File: src/design/pfa_pkg.sv
// package for the positive float32 adder: constants and field types
// no dependencies
package pfa_pkg;
    localparam int WordW = 32;
    localparam int ExpW  = 8;
    localparam int FracW = 23;
    localparam int SigW  = FracW + 1;

    localparam logic [WordW-1:0] InfPattern = 32'h7F80_0000;
    localparam logic [ExpW-1:0]  ExpMax     = 8'hFF;

    typedef logic [WordW-1:0] word_t;
    typedef logic [ExpW-1:0]  exp_t;
    typedef logic [SigW-1:0]  sig_t;

    // result of the combinational add
    typedef struct packed {
        word_t sum_word;
        logic  overflowed;
    } result_t;
endpackage

File: src/design/pfa_datapath.sv
// combinational magnitude add of two single-precision patterns
// depends on pfa_pkg
module pfa_datapath import pfa_pkg::*; (
    input  word_t   addend_a,
    input  word_t   addend_b,
    output result_t result
);
    exp_t              ea, eb, e_big, diff;
    sig_t              fa, fb, f_big, f_small, f_shift;
    logic [SigW:0]     sum;
    logic [ExpW:0]     e_fin;
    logic              a_zero, b_zero;

    always_comb begin
        a_zero  = (addend_a[WordW-2:0] == '0);
        b_zero  = (addend_b[WordW-2:0] == '0);
        ea      = addend_a[WordW-2:FracW];
        eb      = addend_b[WordW-2:FracW];
        fa      = {1'b1, addend_a[FracW-1:0]};
        fb      = {1'b1, addend_b[FracW-1:0]};
        // align the smaller operand, truncating
        if (ea >= eb) begin
            e_big   = ea;
            diff    = ea - eb;
            f_big   = fa;
            f_small = fb;
        end else begin
            e_big   = eb;
            diff    = eb - ea;
            f_big   = fb;
            f_small = fa;
        end
        f_shift = (diff >= ExpW'(SigW)) ? '0 : (f_small >> diff);
        sum     = {1'b0, f_big} + {1'b0, f_shift};
        // renormalize on carry out
        e_fin   = {1'b0, e_big} + {{ExpW{1'b0}}, sum[SigW]};
        if (sum[SigW]) begin
            sum = sum >> 1;
        end
        // select special cases
        if (a_zero) begin
            result = '{sum_word: {1'b0, addend_b[WordW-2:0]}, overflowed: 1'b0};
        end else if (b_zero) begin
            result = '{sum_word: {1'b0, addend_a[WordW-2:0]}, overflowed: 1'b0};
        end else if (e_fin >= {1'b0, ExpMax}) begin
            result = '{sum_word: InfPattern, overflowed: 1'b1};
        end else begin
            result = '{sum_word: {1'b0, e_fin[ExpW-1:0], sum[FracW-1:0]}, overflowed: 1'b0};
        end
    end
endmodule

File: src/design/positive_float32_adder.sv
// channel | ports                      | transfer when
// input   | s_valid s_ready s_addend_* | s_valid && s_ready
// result  | m_valid m_ready m_sum_word m_overflowed | m_valid && m_ready
// one item per cycle while the result stage is empty or m_ready is high
// an item passes the input register, then the result register, around one add
// aresetn (synchronous, active low) clears both valid bits
// a stalled result stage holds and back-pressures the input stage
// top level of the positive float32 adder; depends on pfa_pkg, pfa_datapath
module positive_float32_adder import pfa_pkg::*; (
    input  logic  aclk,
    input  logic  aresetn,
    input  logic  s_valid,
    output logic  s_ready,
    input  word_t s_addend_a,
    input  word_t s_addend_b,
    output logic  m_valid,
    input  logic  m_ready,
    output word_t m_sum_word,
    output logic  m_overflowed
);
    logic    in_vld_reg;
    word_t   a_reg, b_reg;
    result_t res_reg;
    result_t res_next;
    logic    out_vld_reg;
    logic    out_adv, in_adv;

    assign out_adv = !out_vld_reg || m_ready;
    assign in_adv  = !in_vld_reg || out_adv;
    assign s_ready = in_adv;

    // input register
    always_ff @(posedge aclk) begin
        if (!aresetn) begin
            in_vld_reg <= 1'b0;
        end else if (in_adv) begin
            in_vld_reg <= s_valid;
        end
        if (in_adv && s_valid) begin
            a_reg <= s_addend_a;
            b_reg <= s_addend_b;
        end
    end

    pfa_datapath u_dp (.addend_a(a_reg), .addend_b(b_reg), .result(res_next));

    // result register
    always_ff @(posedge aclk) begin
        if (!aresetn) begin
            out_vld_reg <= 1'b0;
        end else if (out_adv) begin
            out_vld_reg <= in_vld_reg;
        end
        if (out_adv && in_vld_reg) begin
            res_reg <= res_next;
        end
    end

    assign m_valid      = out_vld_reg;
    assign m_sum_word   = res_reg.sum_word;
    assign m_overflowed = res_reg.overflowed;
endmodule

File: config.mk
export PLATFORM = sky130hd
export DESIGN_NAME = positive_float32_adder
export DESIGN_NICKNAME = d
export VERILOG_FILES = /design/src/design/pfa_pkg.sv /design/src/design/pfa_datapath.sv /design/src/design/positive_float32_adder.sv
export SDC_FILE = /design/constraint.sdc
export NUM_CORES = 1
export LEC_CHECK = 0
export CAP_MARGIN = 0
export CORE_UTILIZATION = 25
export CTS_CLUSTER_DIAMETER = 60
export DETAILED_ROUTE_END_ITERATION = 10
export DONT_BUFFER_PORTS = 1
export PLACE_DENSITY_LB_ADDON = 0.3
export SETUP_SLACK_MARGIN = 0.5
export SLEW_MARGIN = 0
export SYNTH_ARGS = -nofsm -noshare
export SYNTH_HDL_FRONTEND = slang
export SYNTH_HIERARCHICAL = 1
export SYNTH_SLANG_ARGS = --single-unit
File: constraint.sdc
create_clock -name aclk -period 22.7 [get_ports aclk]
set_input_delay 1.135 -clock aclk [delete_from_list [all_inputs] [get_ports aclk]]
set_output_delay 1.135 -clock aclk [all_outputs]
set_load 0.005 [all_outputs]
==> Word-level counts from Yosys, hierarchy flattened <==
Index checks and enable logic that the tools add are counted.
{ "word_totals": {"word_cells": 33, "out_inout_bits": 35, "inputBits": 68, "regBits": 97} }
{ "op_classes": {"n_reduce_logical": 9, "mux": 9, "order_cmp": 3, "add_sub_neg": 4, "n_shift": 1} }
{ "ops": {"columns": ["cell", "n"], "rows": [
  ["$mux W32", 3],
  ["$mux W23", 3],
  ["$logic_not A31 Y1", 2],
  ["$add A24 B24 Y25", 1],
  ["$mux W24", 1],
  ["$shr A24 B8 Y24", 1],
  ["$mux W8", 2],
  ["$sub A8 B8 Y8", 2],
  ["$add A8 B1 Y9", 1],
  ["$ge A9 B8 Y1 const B", 1],
  ["$ge A8 B5 Y1 const B", 1],
  ["$ge A8 B8 Y1", 1],
  ["$logic_and A1 B1 Y1", 2],
  ["$logic_not A1 Y1", 2],
  ["$logic_or A1 B1 Y1", 2],
  ["$reduce_or A2 Y1", 1]
]} }

==> Longest topological paths before layout <==
{ "logic_depth": {"depth_word": 10, "ltp_mapped": 36} }

==> Hierarchy <==
Netlist, hierarchy kept.
{ "by_module_without_submodules": {"columns": ["mod", "cells_per_inst", "n_inst", "area_per_inst_um2"], "rows": [
  ["pfa_datapath", 758, 1, 5231.3],
  ["positive_float32_adder", 106, 1, 3016.6]
]} }

==> Worst setup path after synthesis <==
No wires, ideal clock.
{ "synth_path": {"path_kind": "reg-to-reg", "start": "reg a_reg[24]", "end": "reg res_reg, in the netlist m_sum_word[22] (data pin)", "required_time_ps": 22439, "n_path_buf": 6, "t_arrival_ps": 7115, "path_stages_with_launch": 36, "setup_ps": 261, "synth_period_minus_slack_ps": 7376, "setup_slack_ps": 15324, "cell_sequence": "edfxtp_1 -> inv_1 -> fa_1 -> nand3b_2 -> a311oi_4 -> or3_1 -> buf_6 -> buf_2 -> buf_2 -> mux4_2 -> mux2i_1 -> nand2_1 -> and3_1 -> a21o_1 -> ha_1 -> fa_1 -> a211oi_1 -> o21ai_0 -> nand3_1 -> nand4_1 -> o211ai_1 -> o21ba_2 -> o21ai_4 -> buf_8 -> ha_1 -> clkbuf_1 -> or3b_2 -> o22ai_1 -> a21oi_1 -> nor3_1 -> o211ai_1 -> nand3_1 -> clkbuf_1 -> a21oi_1 -> o31ai_1 -> o21ai_1"} }
{ "synth_rtl": {"columns": ["element", "line", "source"], "rows": [
  ["start: declaration", "positive_float32_adder.sv:22", "word_t a_reg, b_reg;"],
  ["start signal: assignment", "positive_float32_adder.sv:40", "a_reg <= s_addend_a;"],
  ["end signal: assignment", "positive_float32_adder.sv:55", "res_reg <= res_next;"],
  ["end: declaration", "positive_float32_adder.sv:23", "result_t res_reg;"]
]} }

==> impl_results.md <==
* Dpl cell area at 8580 um2
* Startpoint Class: flop
* # rows at 65
* Core Area at between 30000 and 40000 um2
* WHS Endpoint: in_vld_reg$_SDFFE_PN0P_
* Clock skew at roughly 0.013 ns
* Logic gate share of total power at 0.336
* Minimum clock period after layout at 10.04 ns
* Hold Vio Cnt, Final at 0
* Final Slew Violations at 0
* Area Growth Syn to Fin at 8.56%
* Skew-Pair Late Insertion Delay at approximately 0.38 ns
* Vias at around 6800
* Top-level I/O count at just over 100
* Die Y-Extent at approximately 180 um
* Mapped Cells at 862
* R2R cell count at 28
* Worst min path class: reg2reg
* Power share of the clock group at 0.277
* P per Cell Area at between 60 and 70 nW/um2
* Chip Width at 183 um
* Mapped Nets at 973
* Global-route wire length before repair at approximately 40000 um
* First-iteration detailed-routing DRC count at between 600 and 700
* Layout cells sized above 1 at 0.0847
* Final wirelength at 25800 um
* DR vias/cell at 5.32
* Wire length per cell at around 20 um
* CTS tree: built
* Fin crit share at 0.442
* Die area at between 30000 and 40000 um2
* Iteration count of the initial detailed-routing pass at 5
* Final Wtd Congestion at between 0.9 and 1
* Switching share of total power at 0.364
* Sink Count at 97
* Largest net degree at the start of global routing at 63
* IO Port Bufs at 0
* Number of remaining DRC errors at 0
* Sequential Power Share at 0.387
* # diodes at 0
* Hold_buf cts at 0
* Final hold slack at ~0.55 ns
* Status: complete, no violations
* Final core occ at 0.279
* Initial antenna violation count at 0
* WS Path Type: reg2reg
* Clock Path Buffers at 2
* CP max stage cell: nand3_1
* Slew @ Worst Pin at 1.08 ns
* Flop-to-flop setup slack at roughly 13 ns
* Setup violators final at 0
* CP endpoint kind: flop
* Max incr delay on CP at 0.77 ns
* Post-synthesis average cell area at roughly 9.5 um2
* Clock Pin Slew Worst Setup and Hold Paths at approximately 0.080 ns
* Fillers at roughly 3400
* Pint at 377 uW
* Hold Crit Depth at 2
* Dpl cells at 1257
* Clk root buf: clkbuf_16
* Worst EP required at approximately 23 ns
* Final instance area at 8890 um2
* Layout Cells excl Fill at about 1300
* Maximum clock rate at 99.6 MHz
* Slew margin rel. at 0.276
* Unrepaired setup endpoints after global routing: false
* Critical R2R Capture: m_sum_word[2]$_DFFE_PP_
* VDD IR-drop max at a little under 0.00005 V
* Max Cap Viol at 0
* Initial core utilization at 0.257
* H-tree level count at 3
* Total CTS buffers at 9
* Cell Area, Synth at 8190 um2
* Final ANT Viol Nets at 0
* DP HPWL at 19900 um
* GRT Total Usage at 0.155
* Yosys warns at 6
* Hold path startpoint: m_valid$_SDFFE_PN0P_
* Post-CTS Resized at 0
* Grt ovf at 0
* Leakage at ~0.0033 uW
* Reg-to-Reg Start: b_reg[26]$_DFFE_PP_
* TNS Setup at 0 ns
* Critical path arrival at slightly above 10 ns
* Post-CTS Repair Setup Buffers at 0
* Nets at between 900 and 1000
* Vias in the first global route at between 6000 and 7000
* NetSw at 216 uW
* Number of flip-flops in the largest register at 32
* Crit Path Max Fanout at 35
==> critical path, delay by kind of cell, from the launching register on <==
| family | cells | cell delay (ns) |
|---|---|---|
| fa+ha+maj | 4 | 1.68 |
| flops | 1 | 0.62 |
| simple gates | 12 | 3.91 |
| buf+inv | 1 | 0.51 |
| compound gates | 9 | 2.42 |
| mux | 2 | 0.70 |
==> through the flow <==
| step | total power (uW) | setup WS (ns) |
|---|---|---|
| after floorplan | 378 | 15.32 |
| after global placement | 430 | 12.67 |
| after detailed placement | 429 | 12.63 |
| after CTS | 595 | 12.66 |
| after global routing | 623 | 11.80 |
| final | 593 | 12.66 |
==> worst max-delay path by stage <==
stage | startpoint | endpoint | slack, ns | depth (start not counted)
after floorplan | a_reg[24]$_DFFE_PP_ | m_sum_word[22]$_DFFE_PP_ | 15.32 | 35
final | b_reg[26]$_DFFE_PP_ | m_sum_word[2]$_DFFE_PP_ | 12.66 | 28
after CTS | b_reg[26]$_DFFE_PP_ | m_sum_word[2]$_DFFE_PP_ | 12.66 | 28
after detailed placement | b_reg[26]$_DFFE_PP_ | m_sum_word[2]$_DFFE_PP_ | 12.63 | 28
after global routing | a_reg[25]$_DFFE_PP_ | m_sum_word[4]$_DFFE_PP_ | 11.80 | 30
after global placement | b_reg[26]$_DFFE_PP_ | m_sum_word[2]$_DFFE_PP_ | 12.67 | 28
==> cell usage in the layout (no fill, tap or decap), types with 9 or more instances in the layout <==
| cell | count |
|---|---|
| mux2i_1 | 51 |
| o21ai_1 | 19 |
| nand2_1 | 124 |
| a211oi_1 | 12 |
| nor2_1 | 59 |
| a21oi_1 | 43 |
| ha_1 | 40 |
| inv_1 | 26 |
| nor3_1 | 22 |
| edfxtp_1 | 95 |
| nor4_1 | 16 |
| clkbuf_16 | 9 |
| xnor2_1 | 26 |
| nand3_1 | 27 |
| buf_4 | 9 |
| o21a_1 | 10 |
| o21ai_0 | 23 |
| nand4_1 | 12 |
| a22oi_1 | 33 |
| mux4_2 | 20 |
| and3_1 | 9 |
| a21o_1 | 17 |
==> area by class of cell <==
class | instances | area [um2] | share of cell area
timing repair buffer | 9 | 67.6 | 0.00760
clock buffer | 9 | 225 | 0.0253
tap | 435 | 544 | 0.0612
sequential | 97 | 2890 | 0.325
multi-input combinational | 690 | 4970 | 0.560
clock inverter | 7 | 86.3 | 0.00971
inverter | 26 | 97.6 | 0.0110
==> metal layers <==
metal	global-route usage	up-vias	part of all wire
met2	0.229	247	0.43
met5	0	-	0
li1	-	3208	-
met4	0.0377	0	0.011
met3	0.0246	20	0.056
met1	0.233	3303	0.50
==> power groups by stage <==
stage               clock network (uW)  registers (uW)  logic [uW]
detailed placement                   0             233         195
global route                       175             231         217
global placement                     0             233         196
finish                             165             229         199
CTS                                169             229         196
floorplan                            0             226         152
No activity file was read; power rests on OpenSTA's default activity.
